File: src/rtl/wst_pkg.sv
// ----------------------------------------------------------------------------
// wst_pkg
// types, constants and helpers shared by the wheel speed tachometer
// ----------------------------------------------------------------------------
package wst_pkg;

  localparam int unsigned TimeW     = 32;
  localparam int unsigned CountW    = 32;
  localparam int unsigned SpeedW    = 16;
  localparam int unsigned DistW     = 48;
  localparam int unsigned ConstW    = 36;
  localparam int unsigned StepW     = 16;
  localparam int unsigned RampStepW = 12;
  localparam int unsigned DataW     = 64;
  localparam int unsigned AddrW     = 6;

  localparam int unsigned DivSteps  = ConstW;
  localparam int unsigned DivCntW   = $clog2(DivSteps);

  localparam logic [SpeedW-1:0] SpeedCap   = 16'd61440;
  localparam logic [SpeedW-1:0] SpeedMax   = 16'hFFFF;
  localparam logic [DistW-1:0]  TestDistMm = 48'd100000;

  localparam logic [ConstW-1:0] SpeedConstRst = 36'd450000000;
  localparam logic [TimeW-1:0]  StopRst       = 32'd2000000;
  localparam logic [StepW-1:0]  DistStepRst   = 16'd500;
  localparam logic [SpeedW-1:0] LowerRst      = 16'd0;
  localparam logic [SpeedW-1:0] HigherRst     = 16'd61440;
  localparam logic [RampStepW-1:0] RampStepRst = 12'd256;

  typedef enum logic [2:0] {
    REG_TEST_MODE   = 3'd0,
    REG_SPEED_CONST = 3'd1,
    REG_STOP        = 3'd2,
    REG_DIST_STEP   = 3'd3,
    REG_LOWER       = 3'd4,
    REG_HIGHER      = 3'd5,
    REG_RAMP_STEP   = 3'd6
  } reg_idx_e;

  typedef enum logic [1:0] {
    OP_KEEP   = 2'd0,
    OP_ZERO   = 2'd1,
    OP_DIVIDE = 2'd2,
    OP_RAMP   = 2'd3
  } op_e;

  typedef enum logic [1:0] {
    BK_IDLE = 2'd0,
    BK_DIV  = 2'd1,
    BK_FIN  = 2'd2
  } back_state_e;

  typedef struct packed {
    logic                 test_mode;
    logic [ConstW-1:0]    speed_const;
    logic [TimeW-1:0]     stop_interval;
    logic [StepW-1:0]     dist_step;
    logic [SpeedW-1:0]    lower;
    logic [SpeedW-1:0]    higher;
    logic [RampStepW-1:0] ramp_step;
  } cfg_t;

  typedef struct packed {
    op_e               op;
    logic [TimeW-1:0]  divisor;
    logic [CountW-1:0] edge_count;
    logic              dist_load;
  } cmd_t;

  typedef struct packed {
    logic [SpeedW-1:0] lo;
    logic [SpeedW-1:0] hi;
  } limits_t;

  function automatic limits_t speed_limits(input logic [SpeedW-1:0] lower,
                                           input logic [SpeedW-1:0] higher);
    limits_t l;
    l.hi = (higher > SpeedCap) ? SpeedCap : higher;
    l.lo = lower;
    if (l.lo > l.hi) begin
      l.lo = '0;
      l.hi = SpeedCap;
    end
    return l;
  endfunction

endpackage

File: src/rtl/wst_regs.sv
// ----------------------------------------------------------------------------
// wst_regs
// apb register file holding the tachometer configuration
// ----------------------------------------------------------------------------
module wst_regs (
  input  logic                      clk_i,
  input  logic                      rst_ni,
  input  logic                      psel,
  input  logic                      penable,
  input  logic                      pwrite,
  input  logic [wst_pkg::AddrW-1:0] paddr,
  input  logic [wst_pkg::DataW-1:0] pwdata,
  output logic [wst_pkg::DataW-1:0] prdata,
  output logic                      pready,
  output wst_pkg::cfg_t             cfg_o,
  output logic                      test_load_o
);
  import wst_pkg::*;

  cfg_t     cfg_q, cfg_d;
  reg_idx_e idx;
  logic     wr;

  assign pready = 1'b1;
  assign idx    = reg_idx_e'(paddr[5:3]);
  assign wr     = psel & penable & pwrite;

  always_comb begin
    cfg_d       = cfg_q;
    test_load_o = 1'b0;
    if (wr) begin
      unique case (idx)
        REG_TEST_MODE: begin
          cfg_d.test_mode = pwdata[0];
          test_load_o     = pwdata[0];
        end
        REG_SPEED_CONST: cfg_d.speed_const   = pwdata[ConstW-1:0];
        REG_STOP:        cfg_d.stop_interval = pwdata[TimeW-1:0];
        REG_DIST_STEP:   cfg_d.dist_step     = pwdata[StepW-1:0];
        REG_LOWER:       cfg_d.lower         = pwdata[SpeedW-1:0];
        REG_HIGHER:      cfg_d.higher        = pwdata[SpeedW-1:0];
        REG_RAMP_STEP:   cfg_d.ramp_step     = pwdata[RampStepW-1:0];
        default: ;
      endcase
    end
  end

  always_comb begin
    unique case (idx)
      REG_TEST_MODE:   prdata = DataW'(cfg_q.test_mode);
      REG_SPEED_CONST: prdata = DataW'(cfg_q.speed_const);
      REG_STOP:        prdata = DataW'(cfg_q.stop_interval);
      REG_DIST_STEP:   prdata = DataW'(cfg_q.dist_step);
      REG_LOWER:       prdata = DataW'(cfg_q.lower);
      REG_HIGHER:      prdata = DataW'(cfg_q.higher);
      REG_RAMP_STEP:   prdata = DataW'(cfg_q.ramp_step);
      default:         prdata = '0;
    endcase
  end

  always_ff @(posedge clk_i or negedge rst_ni) begin
    if (!rst_ni) begin
      cfg_q.test_mode     <= 1'b0;
      cfg_q.speed_const   <= SpeedConstRst;
      cfg_q.stop_interval <= StopRst;
      cfg_q.dist_step     <= DistStepRst;
      cfg_q.lower         <= LowerRst;
      cfg_q.higher        <= HigherRst;
      cfg_q.ramp_step     <= RampStepRst;
    end else begin
      cfg_q <= cfg_d;
    end
  end

  assign cfg_o = cfg_q;

endmodule

File: src/rtl/wst_front.sv
// ----------------------------------------------------------------------------
// wst_front
// samples the sensor, tracks edges and periods, and issues speed commands
// ----------------------------------------------------------------------------
module wst_front (
  input  logic                       clk_i,
  input  logic                       rst_ni,
  input  wst_pkg::cfg_t              cfg_i,
  input  logic                       in_valid_i,
  output logic                       in_stall_o,
  input  logic [wst_pkg::TimeW-1:0]  time_us_i,
  input  logic                       pin_level_i,
  input  logic                       q_full_i,
  output logic                       q_push_o,
  output wst_pkg::cmd_t              q_cmd_o
);
  import wst_pkg::*;

  logic              last_level_q, last_level_d;
  logic              edge_seen_q, edge_seen_d;
  logic [TimeW-1:0]  edge_time_q, edge_time_d;
  logic [TimeW-1:0]  period_q, period_d;
  logic [CountW-1:0] edge_count_q, edge_count_d;

  logic              accept;
  logic              fall;
  logic [TimeW-1:0]  elapsed;

  assign in_stall_o = q_full_i;
  assign accept     = in_valid_i & ~q_full_i;
  assign q_push_o   = accept;
  assign fall       = last_level_q & ~pin_level_i;
  assign elapsed    = time_us_i - edge_time_q;

  always_comb begin
    last_level_d = last_level_q;
    edge_seen_d  = edge_seen_q;
    edge_time_d  = edge_time_q;
    period_d     = period_q;
    edge_count_d = edge_count_q;
    q_cmd_o.op         = OP_KEEP;
    q_cmd_o.divisor    = elapsed;
    q_cmd_o.dist_load  = 1'b0;
    if (cfg_i.test_mode) begin
      q_cmd_o.op = OP_RAMP;
    end else begin
      last_level_d = pin_level_i;
      if (fall) begin
        edge_count_d      = edge_count_q + CountW'(1);
        edge_time_d       = time_us_i;
        edge_seen_d       = 1'b1;
        q_cmd_o.dist_load = 1'b1;
        if (edge_seen_q) begin
          period_d        = elapsed;
          q_cmd_o.op      = OP_DIVIDE;
        end
      end else if (edge_seen_q) begin
        priority if (elapsed > cfg_i.stop_interval) begin
          q_cmd_o.op = OP_ZERO;
        end else if (elapsed > period_q) begin
          q_cmd_o.op = OP_DIVIDE;
        end else begin
          q_cmd_o.op = OP_KEEP;
        end
      end else begin
        q_cmd_o.op = OP_ZERO;
      end
    end
    q_cmd_o.edge_count = edge_count_d;
  end

  always_ff @(posedge clk_i or negedge rst_ni) begin
    if (!rst_ni) begin
      last_level_q <= 1'b0;
      edge_seen_q  <= 1'b0;
      edge_time_q  <= '0;
      period_q     <= '0;
      edge_count_q <= '0;
    end else if (accept) begin
      last_level_q <= last_level_d;
      edge_seen_q  <= edge_seen_d;
      edge_time_q  <= edge_time_d;
      period_q     <= period_d;
      edge_count_q <= edge_count_d;
    end
  end

endmodule

File: src/rtl/wst_queue.sv
// ----------------------------------------------------------------------------
// wst_queue
// two-entry command queue between the front and back parts
// ----------------------------------------------------------------------------
module wst_queue (
  input  logic          clk_i,
  input  logic          rst_ni,
  input  logic          push_i,
  input  wst_pkg::cmd_t data_i,
  output logic          full_o,
  input  logic          pop_i,
  output wst_pkg::cmd_t data_o,
  output logic          empty_o
);
  import wst_pkg::*;

  cmd_t       mem_q [2];
  logic       wr_ptr_q, rd_ptr_q;
  logic [1:0] count_q;

  assign full_o  = count_q[1];
  assign empty_o = (count_q == 2'd0);
  assign data_o  = mem_q[rd_ptr_q];

  always_ff @(posedge clk_i) begin
    if (push_i) begin
      mem_q[wr_ptr_q] <= data_i;
    end
  end

  always_ff @(posedge clk_i or negedge rst_ni) begin
    if (!rst_ni) begin
      wr_ptr_q <= 1'b0;
      rd_ptr_q <= 1'b0;
      count_q  <= 2'd0;
    end else begin
      if (push_i) begin
        wr_ptr_q <= ~wr_ptr_q;
      end
      if (pop_i) begin
        rd_ptr_q <= ~rd_ptr_q;
      end
      unique case ({push_i, pop_i})
        2'b10:   count_q <= count_q + 2'd1;
        2'b01:   count_q <= count_q - 2'd1;
        default: count_q <= count_q;
      endcase
    end
  end

endmodule

File: src/rtl/wst_back.sv
// ----------------------------------------------------------------------------
// wst_back
// executes speed commands with a serial divider and drives the result register
// ----------------------------------------------------------------------------
module wst_back (
  input  logic                        clk_i,
  input  logic                        rst_ni,
  input  wst_pkg::cfg_t               cfg_i,
  input  logic                        test_load_i,
  input  logic                        q_empty_i,
  input  wst_pkg::cmd_t               q_cmd_i,
  output logic                        q_pop_o,
  output logic                        out_valid_o,
  input  logic                        out_stall_i,
  output logic [wst_pkg::SpeedW-1:0]  speed_o,
  output logic [wst_pkg::CountW-1:0]  transition_count_o,
  output logic [wst_pkg::DistW-1:0]   distance_mm_o
);
  import wst_pkg::*;

  back_state_e        state_q, state_d;
  cmd_t               cmd_q, cmd_d;
  logic [TimeW-1:0]   rem_q, rem_d;
  logic [ConstW-1:0]  dq_q, dq_d;
  logic [DivCntW-1:0] cnt_q, cnt_d;
  logic [SpeedW-1:0]  speed_q, speed_d;
  logic               ramp_q, ramp_d;
  logic [DistW-1:0]   dist_q, dist_d;
  logic               out_valid_q, out_valid_d;
  logic [SpeedW-1:0]  out_speed_q, out_speed_d;
  logic [CountW-1:0]  out_count_q, out_count_d;
  logic [DistW-1:0]   out_dist_q, out_dist_d;

  logic               out_free;
  logic               div_last;
  logic               start_div;
  logic [TimeW:0]     trial;
  logic [TimeW+1:0]   diff;
  logic               ge;
  logic [SpeedW-1:0]  quo_sat;
  logic [DistW-1:0]   prod;
  limits_t            lim;
  logic               out_of_range;
  logic               fall;
  logic [SpeedW:0]    sum;

  assign out_free  = ~out_valid_q | ~out_stall_i;
  assign div_last  = (cnt_q == DivCntW'(DivSteps - 1));
  assign start_div = (q_cmd_i.op == OP_DIVIDE) && (q_cmd_i.divisor != '0);
  assign q_pop_o   = (state_q == BK_IDLE) & ~q_empty_i;

  assign trial   = {rem_q, dq_q[ConstW-1]};
  assign diff    = {1'b0, trial} - {2'b00, cmd_q.divisor};
  assign ge      = ~diff[TimeW+1];
  assign quo_sat = (|dq_q[ConstW-1:SpeedW]) ? SpeedMax : dq_q[SpeedW-1:0];
  assign prod    = DistW'(cmd_q.edge_count) * DistW'(cfg_i.dist_step);

  assign lim          = speed_limits(cfg_i.lower, cfg_i.higher);
  assign out_of_range = (speed_q < lim.lo) || (speed_q > lim.hi);
  assign fall         = ramp_q ^ out_of_range;
  assign sum          = {1'b0, speed_q} + (SpeedW + 1)'(cfg_i.ramp_step);

  always_comb begin
    state_d = state_q;
    unique case (state_q)
      BK_IDLE: begin
        if (!q_empty_i) begin
          state_d = start_div ? BK_DIV : BK_FIN;
        end
      end
      BK_DIV: begin
        if (div_last) begin
          state_d = BK_FIN;
        end
      end
      BK_FIN: begin
        if (out_free) begin
          state_d = BK_IDLE;
        end
      end
      default: state_d = BK_IDLE;
    endcase
  end

  always_comb begin
    cmd_d       = cmd_q;
    rem_d       = rem_q;
    dq_d        = dq_q;
    cnt_d       = cnt_q;
    speed_d     = speed_q;
    ramp_d      = ramp_q;
    dist_d      = dist_q;
    out_valid_d = out_valid_q & out_stall_i;
    out_speed_d = out_speed_q;
    out_count_d = out_count_q;
    out_dist_d  = out_dist_q;
    unique case (state_q)
      BK_IDLE: begin
        if (!q_empty_i) begin
          cmd_d = q_cmd_i;
          rem_d = '0;
          dq_d  = cfg_i.speed_const;
          cnt_d = '0;
        end
      end
      BK_DIV: begin
        rem_d = ge ? diff[TimeW-1:0] : trial[TimeW-1:0];
        dq_d  = {dq_q[ConstW-2:0], ge};
        cnt_d = cnt_q + DivCntW'(1);
      end
      BK_FIN: begin
        if (out_free) begin
          unique case (cmd_q.op)
            OP_RAMP: begin
              if (fall) begin
                if (SpeedW'(cfg_i.ramp_step) > speed_q) begin
                  speed_d = '0;
                  ramp_d  = 1'b0;
                end else begin
                  speed_d = speed_q - SpeedW'(cfg_i.ramp_step);
                  ramp_d  = 1'b1;
                end
              end else if (sum[SpeedW]) begin
                speed_d = SpeedMax;
                ramp_d  = 1'b1;
              end else begin
                speed_d = sum[SpeedW-1:0];
                ramp_d  = 1'b0;
              end
            end
            OP_DIVIDE: speed_d = (cmd_q.divisor == '0) ? '0 : quo_sat;
            OP_ZERO:   speed_d = '0;
            OP_KEEP:   speed_d = speed_q;
            default:   speed_d = speed_q;
          endcase
          if (cmd_q.op == OP_RAMP) begin
            dist_d = dist_q + TestDistMm;
          end else if (cmd_q.dist_load) begin
            dist_d = prod;
          end
          out_valid_d = 1'b1;
          out_speed_d = speed_d;
          out_count_d = cmd_q.edge_count;
          out_dist_d  = dist_d;
        end
      end
      default: ;
    endcase
    if (test_load_i) begin
      speed_d = lim.lo;
    end
  end

  always_ff @(posedge clk_i or negedge rst_ni) begin
    if (!rst_ni) begin
      state_q     <= BK_IDLE;
      speed_q     <= '0;
      ramp_q      <= 1'b0;
      dist_q      <= '0;
      out_valid_q <= 1'b0;
    end else begin
      state_q     <= state_d;
      speed_q     <= speed_d;
      ramp_q      <= ramp_d;
      dist_q      <= dist_d;
      out_valid_q <= out_valid_d;
    end
  end

  always_ff @(posedge clk_i) begin
    cmd_q       <= cmd_d;
    rem_q       <= rem_d;
    dq_q        <= dq_d;
    cnt_q       <= cnt_d;
    out_speed_q <= out_speed_d;
    out_count_q <= out_count_d;
    out_dist_q  <= out_dist_d;
  end

  assign out_valid_o        = out_valid_q;
  assign speed_o            = out_speed_q;
  assign transition_count_o = out_count_q;
  assign distance_mm_o      = out_dist_q;

endmodule

File: src/rtl/wheel_speed_tachometer_core.sv
// ----------------------------------------------------------------------------
// wheel_speed_tachometer_core
// Period measuring wheel tachometer. Each sample (timer value and sensor
// level) yields one result with speed in 1/256 km/h, the falling-edge count
// and the distance in mm. The front part tracks edges and periods and takes
// a sample per cycle while its two-entry command queue has room; the back
// part works through one command at a time. A sample that needs a division
// (speed constant over a period or an elapsed time) goes in the back part
// through the bit-serial restoring divider, handling one of the 36 quotient
// bits per cycle; any other sample bypasses it. Results wait in
// an output register while the back part moves on to the next command.
// Configuration sits on an apb port, one 64-bit register every 8 bytes.
// ----------------------------------------------------------------------------
module wheel_speed_tachometer_core (
  input  logic                        clk_i,
  input  logic                        rst_ni,
  input  logic                        psel,
  input  logic                        penable,
  input  logic                        pwrite,
  input  logic [wst_pkg::AddrW-1:0]   paddr,
  input  logic [wst_pkg::DataW-1:0]   pwdata,
  output logic [wst_pkg::DataW-1:0]   prdata,
  output logic                        pready,
  input  logic                        in_valid_i,
  output logic                        in_stall_o,
  input  logic [wst_pkg::TimeW-1:0]   time_us_i,
  input  logic                        pin_level_i,
  output logic                        out_valid_o,
  input  logic                        out_stall_i,
  output logic [wst_pkg::SpeedW-1:0]  speed_o,
  output logic [wst_pkg::CountW-1:0]  transition_count_o,
  output logic [wst_pkg::DistW-1:0]   distance_mm_o
);
  import wst_pkg::*;

  cfg_t cfg;
  logic test_load;
  logic q_push, q_pop, q_full, q_empty;
  cmd_t q_in, q_out;

  wst_regs u_regs (
    .clk_i       (clk_i),
    .rst_ni      (rst_ni),
    .psel        (psel),
    .penable     (penable),
    .pwrite      (pwrite),
    .paddr       (paddr),
    .pwdata      (pwdata),
    .prdata      (prdata),
    .pready      (pready),
    .cfg_o       (cfg),
    .test_load_o (test_load)
  );

  wst_front u_front (
    .clk_i       (clk_i),
    .rst_ni      (rst_ni),
    .cfg_i       (cfg),
    .in_valid_i  (in_valid_i),
    .in_stall_o  (in_stall_o),
    .time_us_i   (time_us_i),
    .pin_level_i (pin_level_i),
    .q_full_i    (q_full),
    .q_push_o    (q_push),
    .q_cmd_o     (q_in)
  );

  wst_queue u_queue (
    .clk_i   (clk_i),
    .rst_ni  (rst_ni),
    .push_i  (q_push),
    .data_i  (q_in),
    .full_o  (q_full),
    .pop_i   (q_pop),
    .data_o  (q_out),
    .empty_o (q_empty)
  );

  wst_back u_back (
    .clk_i              (clk_i),
    .rst_ni             (rst_ni),
    .cfg_i              (cfg),
    .test_load_i        (test_load),
    .q_empty_i          (q_empty),
    .q_cmd_i            (q_out),
    .q_pop_o            (q_pop),
    .out_valid_o        (out_valid_o),
    .out_stall_i        (out_stall_i),
    .speed_o            (speed_o),
    .transition_count_o (transition_count_o),
    .distance_mm_o      (distance_mm_o)
  );

endmodule

File: config.mk
export PLATFORM = sky130hd
export DESIGN_NAME = wheel_speed_tachometer_core
export DESIGN_NICKNAME = d
export VERILOG_FILES = /design/src/rtl/wst_pkg.sv /design/src/rtl/wst_regs.sv /design/src/rtl/wst_front.sv /design/src/rtl/wst_queue.sv /design/src/rtl/wst_back.sv /design/src/rtl/wheel_speed_tachometer_core.sv
export SDC_FILE = /design/constraint.sdc
export NUM_CORES = 2
export LEC_CHECK = 0
export BUFFER_PORTS_ARGS = -buffer_cell sky130_fd_sc_hd__buf_4
export CELL_PAD_IN_SITES_DETAIL_PLACEMENT = 1
export CELL_PAD_IN_SITES_GLOBAL_PLACEMENT = 2
export CORE_MARGIN = 3
export CORE_UTILIZATION = 35
export CTS_CLUSTER_DIAMETER = 80
export CTS_CLUSTER_SIZE = 30
export DETAILED_ROUTE_END_ITERATION = 10
export GPL_TIMING_DRIVEN = 0
export PLACE_DENSITY_LB_ADDON = 0.1
export SYNTH_ARGS = -nofsm -noshare
export SYNTH_HDL_FRONTEND = slang
export SYNTH_SLANG_ARGS = --single-unit
File: constraint.sdc
create_clock -name clk_i -period 8.7 [get_ports clk_i]
set_input_delay 1.305 -clock clk_i [delete_from_list [all_inputs] [get_ports clk_i]]
set_output_delay 1.305 -clock clk_i [all_outputs]
set_load 0.1 [all_outputs]
; ---- Word level (Yosys, flattened, before mapping)
; Memory sizes are Yosys's and may differ from the RTL's.
; Index checks and enable logic that the tools add are counted.
[classes]
n_addsub = 9
mul = 1
order_cmp = 7
n_eq_ne = 18
muxes = 46
bitwise = 17
n_reduce_logical = 29
[ops]
columns = cell, count
row1 = $pmux W36 S7, 1
row2 = $mux W32, 5
row3 = $mux W16, 9
row4 = $mux W48, 2
row5 = $pmux W36 S2, 1
row6 = $gt A32 B32 Y1, 2
row7 = $pmux W16 S4, 1
row8 = $pmux W32 S2, 1
row9 = $add A48 B17 Y48 const B, 1
row10 = $mul A32 B16 Y48, 1
row11 = $mux W36, 1
row12 = $sub A33 B32 Y34, 1
row13 = $add A32 B1 Y32 const B, 1
row14 = $gt A16 B16 Y1, 2
row15 = $logic_not A32 Y1, 1
row16 = $reduce_bool A32 Y1, 1
row17 = $sub A32 B32 Y32, 1
row18 = $reduce_and A2 Y1, 12
row19 = $mux W2, 10
row20 = $reduce_or A20 Y1, 1
row21 = $add A16 B12 Y17, 1
row22 = $gt A12 B16 Y1, 1
row23 = $gt A16 B16 Y1 const B, 1
row24 = $lt A16 B16 Y1, 1
row25 = other kinds (28), 68
[totals]
register_bits = 536
ram_bits = 134
inputBits = 110
out_inout_bits = 163
elab_cells = 158
memories = 1
[mem_list]
columns = memory, words, width, read_ports, rd_clocked_by_memory_dff, write_ports, line
row1 = u_queue.mem_q, 2, 67, 1, 0, 1, wst_queue.sv:17  ; cmd_t mem_q [2];

; ---- Longest topological paths before layout
[logic_depth]
ltp_word = 12
depth_mapped = 29
mapped_depth_nobuf = 26

; ---- Modules after synthesis
; A second synthesis with hierarchy kept.
[unflattened]
hier_cells = 5192
area_unflattened_um2 = 52524.1
[modules_own_cells]
columns = mod, n_inst, cells_each, area_per_inst_um2, seq_area_each_um2
row1 = wst_back, 1, 3619, 33509.6, 8818.5
row2 = wst_front, 1, 905, 7770.0, 2452.4
row3 = wst_regs, 1, 444, 6140.9, 3265.6
row4 = wst_queue, 1, 224, 5103.6, 4124.0

; ---- Least setup slack after synthesis
; Ideal clock, no wire load.
[synth_timing]
kind = register to register
start = register u_regs.cfg_q, in the netlist u_regs.cfg_o[52]
end = register u_back.out_dist_q[45], in the netlist u_back.distance_mm_o[45] (data pin)
setup_time_ns = 0.265
arrival_time_ns = 6.989
required_ns = 8.435
path_slack_ns = 1.445
path_stages_with_launch = 24
n_path_buf = 2
period_less_slack_ns = 7.255
path_cell_list = dfstp_2 -> clkbuf_1 -> clkbuf_1 -> nand2_1 -> fa_1 -> inv_1 -> fa_1 -> fa_1 -> fa_1 -> fa_1 -> inv_1 -> fa_1 -> inv_1 -> ha_1 -> a21oi_1 -> o21ai_1 -> a221o_1 -> a21oi_1 -> o211ai_1 -> o41a_1 -> a21o_1 -> a311o_1 -> nor4b_1 -> or3_1
[synth_via]
elab_chain_cells = 3
[synth_lines]
columns = item, line
row1 = start: declaration, wst_regs.sv:20  ; cfg_t cfg_q, cfg_d;
row2 = start signal: assignment, wst_regs.sv:71  ; cfg_q <= cfg_d;
row3 = $mul A32 B16 Y48, wst_back.sv:56  ; assign prod = DistW'(cmd_q.edge_count) * DistW'(cfg_i.dist_step);
row4 = $mux W48, wst_back.sv:138  ; end else if (cmd_q.dist_load) begin
row5 = $mux W48, wst_back.sv:136  ; if (cmd_q.op == OP_RAMP) begin
row6 = end signal: assignment, wst_back.sv:177  ; out_dist_q <= out_dist_d;
row7 = end: declaration, wst_back.sv:32  ; logic [DistW-1:0] out_dist_q, out_dist_d;
; No other way between the ends.
; A chain may end at the register's enable or synchronous reset.

; ---- Final worst setup path
[layout_timing]
start = register u_back.cmd_q[13] in the netlist's numbering
end = register u_back.out_dist_q[45], in the netlist u_back.distance_mm_o[45] (data pin)
[layout_via]
elab_chain_cells = 3
[layout_lines]
columns = item, line
row1 = start: declaration, wst_back.sv:22  ; cmd_t cmd_q, cmd_d;
row2 = start signal: assignment, wst_back.sv:171  ; cmd_q <= cmd_d;
row3 = $mul A32 B16 Y48, wst_back.sv:56
row4 = $mux W48, wst_back.sv:138
row5 = $mux W48, wst_back.sv:136
; No other way between the ends.

==> impl_results.md <==
* Clk_lat worst skew at ~0.71 ns
* Share of layout cells above drive strength 1 at 0.127
* Nets at roughly 6.3k
* Port bufs at around 210
* Max_cap viols at 0
* Min cycle time layout at 8.37 ns
* RSZ-0062 raised after global routing: false
* Hold Vio Cnt, Final at 0
* Total clock sinks at 670
* Hold WS at a little under 0.5 ns
* Vias post-DR at 38.9k
* Worst Setup Path Type: flip-flop to flip-flop
* Root Driver: clkbuf_16
* Worst hold-check path type: input pin to async pin
* Clock Skews at around 0.059 ns
* Fin cells at 7,415
* Max_slew headroom at 0.178
* TNS Setup at 0 ns
* CTS buffer count at 50
* CP max FO at 10
* Required @ worst endpoint at between 9 and 10 ns
* Vias/cell at 5.25
* Die Ht at roughly 390 um
* Total track usage at 0.240
* Synth top area share at 0.216
* Synth Register Bits at 670
* Arrival time worst endpoint at ~8.8 ns
* Seq/Total Area, Yosys at 0.362
* IO Pins at ~270
* Synth warnings at 0
* Core Footprint at between 0.1 and 0.15 mm^2
* Largest net degree at the start of global routing at between 90 and 100
* Iteration-0 DRC count of the detailed router at between 2k and 2.5k
* Detail Placement HPWL at ~150 mm
* Final Slew Violations at 0
* # DRC at 0
* Syn avg cell area at 10.0 um^2
* Yosys top cell by area: edfxtp_1
* Cells after Synth at around 5k
* GP Congestion at 0.875
* Vias in the first global route at around 41k
* Post-synth EDFFs at about 370
* Status: finished, final reports clean
* # rows at 140
* Crit end category: flip-flop
* Routed length per instance at between 20 and 25 um
* Synth top area cells: edfxtp_1 22%, fa_1 16%, dfrtp_1 13%
* Remaining global-route overflow at 0
* Placed Instances at around 7.3k
* Die W at 390 um
* Total wire length at between 150 and 200 mm
* Final Setup Violations at 0
* Initial antenna violation count at 9
* CTS tree: built
* Mapped cell area at 0.0516 mm^2
* FMAX at between 100 and 150 MHz
* First-pass GRT wire length at 274 mm
* Crit share post-route at 0.962
* Max H-tree Level at 2
* Clock transition at path regs at roughly 0.10 ns
* Ys async rst share at 0.446
* Worst Max-Slew Pin Slew at ~1.2 ns
* Clock tree buffer depth at 3
* Die area at about 0.15 mm^2
* Final ANT Viol Nets at 0
* CP startpoint kind: flip-flop
* Detailed Routing Iterations Pass 1 at 5
* Area growth from synthesis to final layout at 12.7%
* Initial Util at 0.353
* Distinct cells, synth at 85
* Fillers at 16.4k
* Most used DFF post-synth: edfxtp_1
==> metrics by stage <==
stage           util  area [um^2]  worst slack [ns]
2_1_floorplan      -        51700              1.45
3_5_place_dp   0.384        56000            -0.486
3_3_place_gp   0.381        55600            -0.613
6_report       0.398        58100             0.334
4_1_cts        0.398        58000            0.0212
5_1_grt        0.398        58100          0.000936
==> flip-flops by register name (all words and copies together), names as in the netlist, 2 cells and up <==
| register | count |
|---|---|
| u_back.state_q | 2 |
| u_front.edge_count_q | 32 |
| u_front.edge_time_q | 32 |
| u_back.dq_q | 36 |
| u_back.dist_q | 48 |
| u_regs.cfg_o | 129 |
| u_back.speed_q | 16 |
| u_queue.mem_q | 134 |
| u_back.transition_count_o | 32 |
| u_back.rem_q | 32 |
| u_back.cnt_q | 6 |
| u_back.speed_o | 16 |
| u_back.cmd_q | 67 |
| u_queue.count_q | 2 |
| u_back.distance_mm_o | 48 |
| u_front.period_q | 32 |
==> cells by family (layout without fill, tap and decap cells) <==
kind of cell,count (synthesis),after routing,share of synthesized area
and+or+nand+nor,1604,1604,0.145
xor gates and xnor gates,161,161,0.0275
AOI/OAI and AO/OA,822,822,0.102
DFF,670,670,0.362
muxes,246,246,0.0533
adders and majority gates,744,744,0.242
other,2,33,0.000146
buffers and inverters,899,1218,0.0685
==> layout by cell type (no fill, tap or decap), types with 35 or more instances in the layout <==
cell type / instances
a21o_1: 85
a21oi_1: 229
and2_1: 236
buf_4: 241
clkbuf_1: 157
clkbuf_16: 50
clkbuf_2: 37
dfrtp_1: 267
edfxtp_1: 371
fa_1: 422
ha_1: 322
inv_1: 645
mux2_2: 229
nand2_1: 749
nand2b_1: 35
nand3_1: 92
nand4_1: 46
nor2_1: 220
nor2b_1: 43
nor3_1: 56
o21a_1: 40
o21ai_0: 199
xnor2_1: 93
xor2_1: 67
==> cells in the mapped netlist, types with 92 or more instances <==
cell	instances
nand2_1	749
inv_1	645
fa_1	422
edfxtp_1	371
ha_1	322
dfrtp_1	269
and2_1	237
a21oi_1	231
mux2_2	229
nor2_1	222
o21ai_0	199
clkbuf_1	197
xnor2_1	93
nand3_1	92
==> layout make-up <==
class / count / area, um^2 / area share
Multi-Input combinational cell: 3606 / 29500 / 0.508
Sequential cell: 670 / 18700 / 0.321
Inverter: 647 / 2430 / 0.0418
Tap cell: 1917 / 2400 / 0.0413
Timing Repair Buffer: 228 / 1910 / 0.0328
Clock buffer: 52 / 1270 / 0.0218
Buffer: 249 / 1140 / 0.0196
Clock inverter: 42 / 761 / 0.0131
Antenna cell: 4 / 10.0 / 0.000172
==> what timing repair did <==
action                                  in CTS  in global routing
hold buffers                                 0                  0
gates resized for setup                     10                 69
endpoints found under the setup margin       5                 13
cloned                                       0                  0
setup buffers                                0                  1
==> worst max-delay path: stages (launching register included) <==
cell	delay, ns
edfxtp_1	0.76
clkbuf_1	0.54
nand2_1	0.17
fa_1	0.56
inv_1	0.06
fa_1	0.47
fa_1	0.54
fa_1	0.53
fa_1	0.56
inv_1	0.06
fa_1	0.53
inv_1	0.04
ha_1	0.38
a21oi_1	0.20
o21ai_1	0.13
a221o_1	0.35
a21oi_1	0.23
o211ai_1	0.19
o41a_1	0.44
a21o_1	0.26
a311o_1	0.46
nor4b_1	0.18
or3_1	0.46
==> layer usage <==
metal / GRT usage / part of all wire / up-vias
li1: - / - / 17786
met1: 0.337 / 0.46 / 20267
met2: 0.405 / 0.48 / 701
met3: 0.0213 / 0.035 / 166
met4: 0.0525 / 0.024 / 2
met5: 0 / 0.000066 / -
==> path summary, 6_finish.rpt <==
path | startpoint | to | slack, ns | cells after the start
worst max register to register | u_back.cmd_q[13] | u_back.distance_mm_o[45] | 0.33 | 22
worst min-delay path | rst_ni | u_front.edge_count_q[25] | 0.48 | 1
worst max-delay path | u_back.cmd_q[13] | u_back.distance_mm_o[45] | 0.33 | 22
max in group asynchronous | rst_ni | u_back.dist_q[38] | 6.32 | 4
min in group clk_i | u_back.dist_q[0] | u_back.dist_q[0] | 0.48 | 2
worst min register to register | u_back.dist_q[0] | u_back.dist_q[0] | 0.48 | 2
Power is left out: the tool's default activity adds up to more than one toggle a clock period on the data nets, which glitch-free logic cannot reach.
